--- src/rtl/core/trd_pkg.sv ---
// trd_pkg: shared types and constants of the touch report decoder
// no dependencies; imported by every module in rtl/core
package trd_pkg;

	localparam int FRAME_BYTES   = 8;
	localparam int PAYLOAD_BYTES = FRAME_BYTES - 2;
	localparam int IDX_W         = $clog2(FRAME_BYTES);
	localparam int PL_IDX_W      = $clog2(PAYLOAD_BYTES);
	localparam int LAST_IDX      = FRAME_BYTES - 1;
	localparam int COORD_W       = 12;

	localparam logic [7:0]         HDR_MARK   = 8'h52;
	localparam logic [7:0]         BTN_NONE   = 8'hFF;
	localparam logic [COORD_W-1:0] COORD_FULL = 12'hFFF;

	// depth of the frame queue between front and back
	localparam int QUEUE_DEPTH = 2;
	localparam int QPTR_W      = $clog2(QUEUE_DEPTH);
	localparam int QCNT_W      = $clog2(QUEUE_DEPTH + 1);

	typedef enum logic [1:0] {
		ST_GOOD     = 2'd0,
		ST_CHECKSUM = 2'd1,
		ST_HEADER   = 2'd2
	} trd_status_t;

	typedef enum logic [1:0] {
		KIND_NONE    = 2'd0,
		KIND_SINGLE  = 2'd1,
		KIND_TWO     = 2'd2,
		KIND_RELEASE = 2'd3
	} trd_kind_t;

	// one completed frame as handed from front to back
	typedef struct packed {
		logic                           sum_ok;
		logic                           hdr_ok;
		logic [PAYLOAD_BYTES-1:0][7:0]  payload;
	} trd_frame_t;

	// queue status seen by the back part
	typedef struct packed {
		logic       valid;
		trd_frame_t head;
	} trd_qhead_t;

	typedef struct packed {
		trd_status_t        status;
		trd_kind_t          kind;
		logic [COORD_W-1:0] first_x;
		logic [COORD_W-1:0] first_y;
		logic [COORD_W-1:0] second_x;
		logic [COORD_W-1:0] second_y;
		logic               button_report;
		logic [2:0]         button_mask;
		logic               buttons_released;
	} trd_result_t;

endpackage

--- src/rtl/core/trd_front.sv ---
// trd_front: frame assembly, byte index, running sum and payload capture
// depends on trd_pkg; feeds trd_queue with one record per finished frame
module trd_front import trd_pkg::*; (
	input  logic       clk,
	input  logic       arst_n,
	input  logic       push,
	input  logic       full,
	input  logic [7:0] data_byte,
	input  logic       frame_start,
	output logic       rec_valid,
	output trd_frame_t rec
);

	logic [IDX_W-1:0]              byte_index_q;
	logic [7:0]                    sum_q;
	logic                          header_ok_q;
	logic                          in_frame_q;
	logic [PAYLOAD_BYTES-1:0][7:0] payload_q;

	logic [IDX_W-1:0] idx_eff;
	logic [7:0]       sum_eff;
	logic             active;
	logic             take;
	logic             last;

	always_comb begin
		idx_eff = frame_start ? '0 : byte_index_q;
		sum_eff = frame_start ? '0 : sum_q;
		active  = frame_start | in_frame_q;
		take    = push & ~full & active;
		last    = (idx_eff == IDX_W'(LAST_IDX));
	end

	assign rec_valid      = take & last;
	assign rec.sum_ok     = ((8'd0 - sum_eff) == data_byte);
	assign rec.hdr_ok     = header_ok_q;
	assign rec.payload    = payload_q;

	always_ff @(posedge clk or negedge arst_n) begin
		if (!arst_n) begin
			byte_index_q <= '0;
			sum_q        <= '0;
			header_ok_q  <= 1'b0;
			in_frame_q   <= 1'b0;
		end else if (take) begin
			if (last) begin
				byte_index_q <= '0;
				sum_q        <= '0;
				in_frame_q   <= 1'b0;
			end else begin
				byte_index_q <= idx_eff + IDX_W'(1);
				sum_q        <= sum_eff + data_byte;
				in_frame_q   <= 1'b1;
				if (idx_eff == '0) begin
					header_ok_q <= (data_byte == HDR_MARK);
				end
			end
		end
	end

	always_ff @(posedge clk) begin
		if (take && idx_eff != '0 && !last) begin
			payload_q[PL_IDX_W'(idx_eff - IDX_W'(1))] <= data_byte;
		end
	end

	// a nonzero index only exists inside an open frame
	a_idx_in_frame: assert property (@(posedge clk) disable iff (!arst_n)
		byte_index_q != '0 |-> in_frame_q)
		else $error("byte index advanced outside a frame");

endmodule

--- src/rtl/core/trd_queue.sv ---
// trd_queue: short register queue of finished frames between front and back
// depends on trd_pkg
module trd_queue import trd_pkg::*; (
	input  logic       clk,
	input  logic       arst_n,
	input  logic       wr,
	input  trd_frame_t wr_data,
	output logic       full,
	input  logic       rd,
	output trd_qhead_t head
);

	trd_frame_t              mem_q [QUEUE_DEPTH];
	logic [QPTR_W-1:0]       wr_ptr_q;
	logic [QPTR_W-1:0]       rd_ptr_q;
	logic [QCNT_W-1:0]       count_q;

	assign full       = (count_q == QCNT_W'(QUEUE_DEPTH));
	assign head.valid = (count_q != '0);
	assign head.head  = mem_q[rd_ptr_q];

	function automatic logic [QPTR_W-1:0] next_ptr(input logic [QPTR_W-1:0] p);
		next_ptr = (p == QPTR_W'(QUEUE_DEPTH - 1)) ? '0 : p + QPTR_W'(1);
	endfunction

	always_ff @(posedge clk or negedge arst_n) begin
		if (!arst_n) begin
			wr_ptr_q <= '0;
			rd_ptr_q <= '0;
			count_q  <= '0;
		end else begin
			if (wr) begin
				wr_ptr_q <= next_ptr(wr_ptr_q);
			end
			if (rd) begin
				rd_ptr_q <= next_ptr(rd_ptr_q);
			end
			unique case ({wr, rd})
				2'b10:   count_q <= count_q + QCNT_W'(1);
				2'b01:   count_q <= count_q - QCNT_W'(1);
				default: count_q <= count_q;
			endcase
		end
	end

	always_ff @(posedge clk) begin
		if (wr) begin
			mem_q[wr_ptr_q] <= wr_data;
		end
	end

	a_no_overflow: assert property (@(posedge clk) disable iff (!arst_n)
		!(wr && full && !rd))
		else $error("frame queue written while full");

	a_no_underflow: assert property (@(posedge clk) disable iff (!arst_n)
		rd |-> head.valid)
		else $error("frame queue read while empty");

endmodule

--- src/rtl/core/trd_back.sv ---
// trd_back: decodes queued frames into result items, holds the output register
// depends on trd_pkg; reads frames from trd_queue
module trd_back import trd_pkg::*; (
	input  logic        clk,
	input  logic        arst_n,
	input  trd_qhead_t  head,
	output logic        rd,
	output logic        empty,
	input  logic        pop,
	output trd_result_t result
);

	trd_result_t dec;
	trd_result_t res_q;
	logic        res_valid_q;

	logic [COORD_W-1:0] x, y, dx, dy;
	logic [7:0]         btn;
	logic               brep;
	trd_kind_t          kind;

	always_comb begin
		x    = {head.head.payload[0][7:4], head.head.payload[1]};
		y    = {head.head.payload[0][3:0], head.head.payload[2]};
		dx   = {head.head.payload[3][7:4], head.head.payload[4]};
		dy   = {head.head.payload[3][3:0], head.head.payload[5]};
		btn  = head.head.payload[4];
		brep = (x == COORD_FULL) && (y == COORD_FULL) && (btn != BTN_NONE);

		priority if (dx == '0 && dy == '0) begin
			kind = KIND_SINGLE;
		end else if (dx != COORD_FULL && dy != COORD_FULL) begin
			kind = KIND_TWO;
		end else begin
			kind = KIND_RELEASE;
		end

		dec = '0;
		priority if (!head.head.sum_ok) begin
			dec.status = ST_CHECKSUM;
			dec.kind   = KIND_NONE;
		end else if (!head.head.hdr_ok) begin
			dec.status = ST_HEADER;
			dec.kind   = KIND_NONE;
		end else begin
			dec.status           = ST_GOOD;
			dec.kind             = kind;
			dec.button_report    = brep;
			dec.button_mask      = brep ? btn[2:0] : 3'd0;
			dec.buttons_released = brep && (btn == 8'd0);
			if (kind != KIND_RELEASE) begin
				dec.first_x  = x;
				dec.first_y  = y;
				dec.second_x = dx;
				dec.second_y = dy;
			end
		end
	end

	// load a new result when the output register is free or being drained
	assign rd     = head.valid & (~res_valid_q | pop);
	assign empty  = ~res_valid_q;
	assign result = res_q;

	always_ff @(posedge clk or negedge arst_n) begin
		if (!arst_n) begin
			res_valid_q <= 1'b0;
		end else if (rd) begin
			res_valid_q <= 1'b1;
		end else if (pop) begin
			res_valid_q <= 1'b0;
		end
	end

	always_ff @(posedge clk) begin
		if (rd) begin
			res_q <= dec;
		end
	end

	a_bad_frame_clear: assert property (@(posedge clk) disable iff (!arst_n)
		res_valid_q && res_q.status != ST_GOOD |->
			res_q.kind == KIND_NONE && res_q.first_x == '0 && !res_q.button_report)
		else $error("bad frame carries decoded fields");

	a_release_coords: assert property (@(posedge clk) disable iff (!arst_n)
		res_valid_q && res_q.kind == KIND_RELEASE |->
			res_q.first_x == '0 && res_q.second_y == '0)
		else $error("release result carries coordinates");

endmodule

--- src/rtl/core/touch_report_decoder.sv ---
// touch_report_decoder: top level, byte front end, frame queue and decoder back end
// depends on trd_pkg, trd_front, trd_queue, trd_back
//
//  channel  | handshake       | payload
//  ---------+-----------------+--------------------------------------------------
//  bytes in | push / full     | data_byte, frame_start
//  results  | empty / pop     | frame_status, touch_kind, first_x/y, second_x/y,
//           |                 | button_report, button_mask, buttons_released
//
// one byte is taken per cycle while full is low; a frame's last byte writes its
// record into the frame queue, from which the output register loads it when free or popped.
// full rises only when both frame queue slots and the output register hold
// undelivered frames, i.e. after three frames back up behind a stalled pop.
// arst_n clears the frame position, the queue and the output valid bit at once.
module touch_report_decoder import trd_pkg::*; (
	input  logic               clk,
	input  logic               arst_n,
	input  logic               push,
	output logic               full,
	input  logic [7:0]         data_byte,
	input  logic               frame_start,
	output logic               empty,
	input  logic               pop,
	output logic [1:0]         frame_status,
	output logic [1:0]         touch_kind,
	output logic [COORD_W-1:0] first_x,
	output logic [COORD_W-1:0] first_y,
	output logic [COORD_W-1:0] second_x,
	output logic [COORD_W-1:0] second_y,
	output logic               button_report,
	output logic [2:0]         button_mask,
	output logic               buttons_released
);

	logic        rec_valid;
	trd_frame_t  rec;
	logic        q_rd;
	trd_qhead_t  q_head;
	trd_result_t result;

	trd_front u_front (
		.clk         (clk),
		.arst_n      (arst_n),
		.push        (push),
		.full        (full),
		.data_byte   (data_byte),
		.frame_start (frame_start),
		.rec_valid   (rec_valid),
		.rec         (rec)
	);

	trd_queue u_queue (
		.clk     (clk),
		.arst_n  (arst_n),
		.wr      (rec_valid),
		.wr_data (rec),
		.full    (full),
		.rd      (q_rd),
		.head    (q_head)
	);

	trd_back u_back (
		.clk    (clk),
		.arst_n (arst_n),
		.head   (q_head),
		.rd     (q_rd),
		.empty  (empty),
		.pop    (pop),
		.result (result)
	);

	assign frame_status     = result.status;
	assign touch_kind       = result.kind;
	assign first_x          = result.first_x;
	assign first_y          = result.first_y;
	assign second_x         = result.second_x;
	assign second_y         = result.second_y;
	assign button_report    = result.button_report;
	assign button_mask      = result.button_mask;
	assign buttons_released = result.buttons_released;

endmodule

--- config.mk ---
export PLATFORM = sky130hd
export DESIGN_NAME = touch_report_decoder
export DESIGN_NICKNAME = d
export VERILOG_FILES = /design/src/rtl/core/trd_pkg.sv /design/src/rtl/core/trd_front.sv /design/src/rtl/core/trd_queue.sv /design/src/rtl/core/trd_back.sv /design/src/rtl/core/touch_report_decoder.sv
export SDC_FILE = /design/constraint.sdc
export NUM_CORES = 1
export LEC_CHECK = 0
export ABC_AREA = 1
export CAP_MARGIN = 20
export CORE_MARGIN = 10
export CORE_UTILIZATION = 45
export CTS_CLUSTER_DIAMETER = 50
export DETAILED_ROUTE_END_ITERATION = 12
export DONT_BUFFER_PORTS = 1
export PLACE_DENSITY = 0.7
export SLEW_MARGIN = 40
export SYNTH_ARGS = -nofsm -noshare
export SYNTH_HDL_FRONTEND = slang
export SYNTH_SLANG_ARGS = --single-unit
--- constraint.sdc ---
create_clock -name clk -period 5.85 [get_ports clk]
set_input_delay 0.2925 -clock clk [delete_from_list [all_inputs] [get_ports clk]]
set_output_delay 0.2925 -clock clk [all_outputs]
set_load 0.02 [all_outputs]
==> flow_summary.toml, run 1 <==
[status]
status = "completed"

[layout]
drive_gt1_frac = 0.0786
nNetsFinal = 824
syn_to_final_growth_pct = 12.4
final_common_cell = "nand2_1"
mostFrequentLayoutCells = "nand2_1 (217), edfxtp_1 (205), inv_1 (80)"
insertedDiodeCount = 0

[die]
coreArea_um2 = 20100
num_io_pins = 72
die_h_um = 162
dieWidth_um = 162
start_util = 0.454
num_rows = 52
dieArea_um2 = 26400

[synthesis]
synthXorXnorAreaFrac = 0.00575
synthTopCellsByArea = "edfxtp_1 (67%), nand2_1 (8.9%), dfrtp_1 (4.9%)"
synth_nets = 801
synthAdderAreaFrac = 0.0178
syn_inst = 775
synth_cell_types = 30
yosys.area.top_type_share = 0.674
synth_compound_area_frac = 0.0430
seq_area_frac_synth = 0.723
syn_avg_cell_area_um2 = 11.8
synthSimpleGateAreaFrac = 0.159
netlist_area_um2 = 9130
ys_warn_count = 0
synth_top_family_by_area = "simple AND/OR/NAND/NOR gates"
synthMuxAreaShare = 0
yosys_register_bits = 223
yosys.area.top_type = "edfxtp_1"

[worst_setup_path]
max_stage_delay_ps = 510
worstSetupPathType = "reg2reg"
cp_data_required_time_ps = 6180
r2r-start = "u_queue.rd_ptr_q"
arrival_ps = 3180
cp_slowest_cell = "inv_4"
critical_path.startpoint = "u_queue.rd_ptr_q"
cp-end-kind = "flop"
ff2ff_setup_slack_ps = 3000
cp_max_fo = 75
crit_chain = "buf_4 -> inv_4 -> o21ai_1 -> nor2_1 -> nand3_4 -> a21oi_1"
startpoint_type = "flop"

[global_route]
overflow = 0
grt_usage = 0.136
grt_pass1_vias = 5345
grt_max_degree = 76
antenna_found_initial = 0
grt_pass1_wl_mm = 28.6

[sta]
setup_viol_count_final = 0
hold_slack_ps = 19.4
worstMarginPinSlew_ps = 783
slew_headroom = 0.478
fin_crit_ps = 2850
final.period_utilization = 0.488
final_hold_viol_count = 0
fmax_mhz = 351
skew_ps = 8.60
tns_ps = 0
slew_viol_final = 0
rsz0062_at_grt = "no"

[placed_design]
dp_hpwl_mm = 11.8
place.gp.congestion = 0.878
port-buffer-count = 0

[clock_tree]
clock_latency_ps = 500
cts-root-buf = "clkbuf_16"
cts_setup_buffers = 0
cts_sinks = 223
cts_hold_buf = 10
ctsResizeCount = 0
path_clk_slew_ps = 70
cts_buffers = 22
cts_tree = "done"
cts_max_level = 1
clk_path_buf_depth = 3

[hold_path]
min-delay-start = "data_byte[0]"
hold_class = "in2reg"

[routing]
drt-pass1-iter-count = 5
drt-initial-drc-count = 417
vias = 5381
drt_wl_total_mm = 18.1
viasPerCell = 4.96
drc = 0
ant_nets = 0
wl_per_cell_um = 16.7

[power_and_ir_drop]
power.density_nw_per_um2 = 479
ir_worst_vdd_mv = 0.188
p_leak_nw = 4.06

[run]
maxCapViolations = 0
[routing by layer]
metal	GRT usage	part of all wire	vias up
met1	0.167	0.43	2553
met5	0	0	-
li1	-	-	2657
met2	0.235	0.49	143
met3	0.0278	0.059	28
met4	0.0438	0.021	0
[path summary, 6_finish.rpt]
check / endpoint / depth (start not counted)
worst max-delay path: u_back.result[38] / 6
worst min-delay path: u_front.header_ok_q / 3
worst max register to register: u_back.result[38] / 6
worst min register to register: u_queue.mem_q[0][23] / 0
max in group asynchronous: u_queue.rd_ptr_q / 2
min in group asynchronous: u_queue.wr_ptr_q / 2
[synthesized netlist by cell type (all sizes together)]
library cell	number
o211ai	1
clkbuf	1
nand3b	1
xor2	5
or2	10
nor2	81
dfrtp	18
nor4	1
o31ai	1
inv	81
a22o	1
nor3	5
xnor2	1
ha	13
nand3	36
buf	19
nand4	6
o21ai	45
edfxtp	205
o22ai	1
nand2	217
a21oi	26
[through the flow]
step                cell area [um2]  utilization  setup slack (ps)  total power [W]  cells
floorplan                      9130            -              1230          0.00333    775
finish                        10300        0.511              3000          0.00492   1084
detailed placement             9420        0.469              2800          0.00356   1032
global route                  10300        0.511              2710          0.00520   1084
CTS                           10200        0.510              2890          0.00497   1082
global placement               9380        0.467              2370          0.00352   1030
[worst max-delay path, delay by kind of cell (launching register included)]
family,cells,cell delay [ps]
AOI/OAI and AO/OA,2,520
DFF,1,390
and+or+nand+nor,2,880
buffers and inverters,2,850
[area by class of cell]
class                      instances  area (um2)
clock inverter                    11         105
timing repair buffer              19         168
fill                            1669        9840
clock buffer                      29         618
tap                              270         338
inverter                          81         307
multi-input combinational        451        2120
sequential                       223        6610
[power by group]
group | internal, W | switching [W] | leakage [nW] | total, W
registers | 0.00211 | 0.000380 | 2.12 | 0.00249
clock network | 0.000832 | 0.000563 | 0.356 | 0.00140
logic | 0.000287 | 0.000752 | 1.58 | 0.00104
[sequential cells by signal (all words and copies together), names as in the netlist]
name                  cells
u_queue.rd_ptr_q          1
u_front.byte_index_q      3
u_front.header_ok_q       1
u_back.result            57
u_front.in_frame_q        1
u_queue.wr_ptr_q          1
u_front.rec              48
u_queue.count_q           2
u_queue.mem_q           100
u_front.sum_q             8
u_back.res_valid_q        1
[cell families after synthesis]
kind of cell / after synthesis
and+or+nand+nor: 357
DFF: 223
buffers and inverters: 101
AOI/OAI and AO/OA: 75
adders and majority gates: 13
xor gates and xnor gates: 6
Note: power is estimated with default switching activity, not from simulation.
==> run 2: changes to the inputs <==
==> constraint.sdc (replaced) <==
create_clock -name clk -period 2.85 [get_ports clk]
set_input_delay 0.1425 -clock clk [delete_from_list [all_inputs] [get_ports clk]]
set_output_delay 0.1425 -clock clk [all_outputs]
set_load 0.02 [all_outputs]
==> run 2 against run 1 <==
Non-clock buffer count up 6. Setup slack worse by 2400 ps. Sequential cell count unchanged. Global-route usage up 0.11 points. Clock skew down 0.58 ps. First-iteration DRC count up 22%. Critical path type unchanged. Critical endpoint is now u_back.result[34]. Largest cell class unchanged. Largest power group unchanged.
==> flow_summary.toml, run 2 (same netlist as run 1, synthesis figures left out) <==
[placed_design]
place.gp.congestion = 0.875
place_ws_ps = 559
dp_hpwl_mm = 11.8
port-buffer-count = 0

[routing]
drt-initial-drc-count = 507
drt_wl_total_mm = 18.4
viasPerCell = 4.98
wl_per_cell_um = 16.9
ant_nets = 0
vias = 5436
drc = 0
drt-pass1-iter-count = 5

[sta]
fmax_mhz = 441
skew_ps = 8.02
rsz0062_at_grt = "no"
slew_viol_final = 0
worstMarginPinSlew_ps = 674
final_hold_viol_count = 0
hold_slack_ps = 43.0
final.period_utilization = 0.796
setup_viol_count_final = 0
fin_crit_ps = 2270
slew_headroom = 0.546
fin_ws_ps = 582

[power_and_ir_drop]
ir_worst_vdd_mv = 0.407
p_leak_nw = 4.13
power.density_nw_per_um2 = 994
p_int_w = 0.00678
seq_power_share = 0.494
comb_power_share = 0.216
power_switching_w = 0.00354
clockPowerShare = 0.290
switching_share = 0.343

[worst_setup_path]
cp-end-kind = "flop"
worstSetupPathType = "reg2reg"
cp_data_required_time_ps = 3090
arrival_ps = 2500
cp_slowest_cell = "dfrtp_2"
cp_max_fo = 32
ff2ff_setup_slack_ps = 580
startpoint_type = "flop"
crit_chain = "inv_2 -> buf_4 -> nand2_1 -> nand2_1 -> nand3_1 -> nor2_1 -> nand3_1 -> nand3_2 -> buf_12 -> nor2_1"
max_stage_delay_ps = 430

[global_route]
grt_pass1_wl_mm = 28.8
grt_usage = 0.137
antenna_found_initial = 0
overflow = 0
grt_max_degree = 75
grt_pass1_vias = 5330

[die]
dieArea_um2 = 26400
start_util = 0.454
coreArea_um2 = 20100
dieWidth_um = 162
num_rows = 52
die_h_um = 162
num_io_pins = 72

[layout]
syn_to_final_growth_pct = 13.7
nNetsFinal = 831
drive_gt1_frac = 0.0901
mostFrequentLayoutCells = "nand2_1 (217), edfxtp_1 (205), inv_1 (80)"
largest_register = "u_queue.mem_q"
insertedDiodeCount = 0
final_common_cell = "nand2_1"
largest_reg_flops = 100

[clock_tree]
cts_setup_buffers = 0
cts-root-buf = "clkbuf_16"
cts_max_level = 1
cts_buffers = 23
cts_tree = "done"
cts_sinks = 223
clk_path_buf_depth = 3
path_clk_slew_ps = 60
clock_latency_ps = 490

[status]
status = "completed"

[hold_path]
hold_class = "in2reg"

[run]
maxCapViolations = 0
## run 2: changes by cell type in the layout (fill, tap and decap cells not counted), moves of 2 or more
| cell | change |
|---|---|
| clkinv_1 | -3 |
| nor3_1 | +2 |
| clkbuf_1 | -2 |
| clkinv_2 | +4 |
| buf_2 | -2 |
| buf_12 | +5 |
| buf_4 | +5 |
| nor3_2 | -2 |
## run 2: path summary, 6_finish.rpt
path / from / end / cells after the start
min in group asynchronous: arst_n / u_front.in_frame_q / 2
worst max register to register: u_queue.rd_ptr_q / u_back.result[34] / 10
worst max-delay path: u_queue.rd_ptr_q / u_back.result[34] / 10
worst min register to register: u_front.rec[17] / u_queue.mem_q[1][17] / 0
max in group asynchronous: arst_n / u_queue.rd_ptr_q / 2
worst min-delay path: pop / u_back.res_valid_q / 2
## run 2: layer usage
metal	wire (um)	global-route usage	vias up
met5	0	0	-
met4	513	0.0509	0
met3	1110	0.0313	32
met2	8890	0.228	162
met1	7900	0.172	2572
li1	-	-	2670
## run 2: metrics by stage
step | util | area, um2 | power (W) | std cells | TNS (ps)
5_1_grt | 0.516 | 10400 | 0.0109 | 1091 | 0
3_3_place_gp | 0.474 | 9520 | 0.00733 | 1040 | 0
3_5_place_dp | 0.474 | 9520 | 0.00739 | 1040 | 0
4_1_cts | 0.516 | 10400 | 0.0104 | 1090 | 0
2_1_floorplan | - | 9140 | 0.00681 | 775 | -77180
6_report | 0.516 | 10400 | 0.0103 | 1091 | 0
## run 2: critical path, delay by kind of cell (launching register included)
kind / cells / cell delay [ps]
AND/OR/NAND/NOR: 7 / 830
buffers and inverters: 3 / 730
flip-flops: 1 / 430
## run 2: area by class of cell
| class | count | area (um2) |
|---|---|---|
| fillers | 1676 | 9720 |
| flip-flops and latches | 223 | 6610 |
| clock buffers | 26 | 597 |
| clock inverters | 15 | 168 |
| repair buffers | 25 | 270 |
| well taps | 270 | 338 |
| multi-input cells | 451 | 2100 |
| inverters | 81 | 304 |
## run 2: repair_timing
item,in CTS,in global routing
hold buffers,9,1
hold endpoints to repair,70,18
gates resized for setup,0,0
## run 2: power by group through the flow
stage / Sequential [W] / Clock, W / Combinational [W]
after CTS: 0.00513 / 0.00305 / 0.00224
after global routing: 0.00516 / 0.00318 / 0.00256
after global placement: 0.00519 / 0 / 0.00214
final: 0.00510 / 0.00299 / 0.00223
after floorplan: 0.00506 / 0 / 0.00175
after detailed placement: 0.00519 / 0 / 0.00220
==> run 3: changes to the inputs <==
==> constraint.sdc (replaced) <==
create_clock -name clk -period 2.1 [get_ports clk]
set_input_delay 0.105 -clock clk [delete_from_list [all_inputs] [get_ports clk]]
set_output_delay 0.105 -clock clk [all_outputs]
set_load 0.02 [all_outputs]
==> run 3 against run 2 <==
Routed wire length up 0.98%. Non-clock buffer count increased by 11. Sequential cell count unchanged. Sequential share of layout area shrank 1.3 points. Register-to-register slack worse by 460 ps. First-iteration DRC count shrank 20%. Count of clock-buffer cells in the layout grew 2. Core utilization grew 1.1 points. Critical path depth decreased by 2. Final cell count is 1.4% higher. Setup slack lost 460 ps. Critical endpoint is now u_front.rec[13].
==> flow_summary.toml, run 3 (same netlist as run 1, synthesis figures left out) <==
[status]
status = "completed"

[placed_design]
dp_hpwl_mm = 11.9
dp_cells = 1048
port-buffer-count = 0
place.gp.congestion = 0.815
place_ws_ps = 100

[die]
num_rows = 52
num_io_pins = 72
coreArea_um2 = 20100
start_util = 0.454
dieArea_um2 = 26400
die_h_um = 162
dieWidth_um = 162

[clock_tree]
clk_path_buf_depth = 3
cts_tree = "done"
path_clk_slew_ps = 60
cts-root-buf = "clkbuf_16"
cts_buffers = 25
cts_setup_buffers = 0
clock_latency_ps = 500
cts_max_level = 1
cts_sinks = 223

[layout]
final_common_cell = "nand2_1"
nNetsFinal = 844
largest_reg_flops = 100
mostFrequentLayoutCells = "nand2_1 (215), edfxtp_1 (205), inv_1 (77)"
final_core_util = 0.527
syn_to_final_growth_pct = 16.0
fill_cells = 1636
drive_gt1_frac = 0.116
insertedDiodeCount = 0
instances_no_fill = 1106
largest_register = "u_queue.mem_q"

[worst_setup_path]
cp_slowest_cell = "dfrtp_1"
cp_max_fo = 8
cp-end-kind = "flop"
startpoint_type = "flop"
worstSetupPathType = "reg2reg"
cp_data_required_time_ps = 2310
crit_chain = "nand2_1 -> inv_2 -> ha_1 -> ha_2 -> nor2_4 -> nand2_2 -> nor4_4 -> buf_12"
arrival_ps = 2190
max_stage_delay_ps = 390

[sta]
worstMarginPinSlew_ps = 555
skew_ps = 10.7
fin_ws_ps = 119
final_hold_viol_count = 0
slew_viol_final = 0
final.period_utilization = 0.943
fin_crit_ps = 1980
slew_headroom = 0.629
setup_viol_count_final = 0
tns_ps = 0
fmax_mhz = 505

[power_and_ir_drop]
ir_worst_vdd_mv = 0.733
p_leak_nw = 4.22
power.density_nw_per_um2 = 1350
p_total_w = 0.0143

[global_route]
grt_usage = 0.133
grt_max_degree = 63
grt_pass1_vias = 5424
antenna_found_initial = 0
grt_pass1_wl_mm = 28.2
overflow = 0

[routing]
viasPerCell = 5.05
wl_per_cell_um = 16.8
ant_nets = 0
vias = 5587
drc = 0
drt_wl_total_mm = 18.6
drt-pass1-iter-count = 5
drt-initial-drc-count = 405

[hold_path]
hold_class = "in2reg"

[run]
maxCapViolations = 0
-- run 3: cell types whose count changed in the layout (fill, tap and decap cells not counted), sizes merged --
cell	before	now
clkinvlp	1	2
inv	82	87
clkinv	10	8
clkbuf	26	29
bufinv	3	1
buf	16	24
dlygate4sd3	9	11
-- run 3: repair_timing --
item	in CTS	in global routing
endpoints found under the setup margin	0	72
hold buffers	11	1
gates resized for setup	0	5
endpoints found under the hold margin	75	18
-- run 3: path summary, 6_finish.rpt --
path,startpoint,end,slack (ps),cells after the start
min in group asynchronous,arst_n,u_front.in_frame_q,90,2
worst min register to register,u_front.rec[18],u_queue.mem_q[0][18],440,0
worst min-delay path,data_byte[3],u_queue.mem_q[1][49],20,5
worst max register to register,u_front.byte_index_q[0],u_front.rec[13],120,8
max in group asynchronous,arst_n,u_queue.rd_ptr_q,1660,2
worst max-delay path,u_front.byte_index_q[0],u_front.rec[13],120,8
-- run 3: routing by layer --
metal	share of wire	vias to the layer above	global-route usage
met1	0.42	2662	0.160
met5	0	-	0
met2	0.50	190	0.235
met4	0.022	0	0.0434
met3	0.058	28	0.0250
li1	-	2707	-
-- run 3: per-stage QoR --
stage / cell area, um2 / hold WS [ps]
after CTS: 10600 / 8.79
final: 10600 / 24.8
after detailed placement: 9670 / -190
after global routing: 10600 / 47.3
after floorplan: 9220 / -191
after global placement: 9670 / -190
-- run 3: critical path: cells and delay by family (launching register included) --
family	cells	cell delay, ps
adder cells (fa/ha/maj)	2	400
buffers and inverters	2	250
flip-flops	1	390
AND/OR/NAND/NOR	4	650
-- run 3: area by class of cell --
cell class / instances / area, um2 / share of cell area
repair buffers: 36 / 413 / 0.0390
clock inverters: 17 / 138 / 0.0130
flip-flops and latches: 223 / 6610 / 0.624
multi-input cells: 451 / 2160 / 0.204
well taps: 270 / 338 / 0.0319
inverters: 81 / 304 / 0.0287
clock buffers: 28 / 637 / 0.0601
-- run 3: report_power, final --
part | internal, W | switching, W
Sequential | 0.00586 | 0.00106
Clock | 0.00234 | 0.00172
Combinational | 0.00108 | 0.00222
Total | 0.00928 | 0.00500
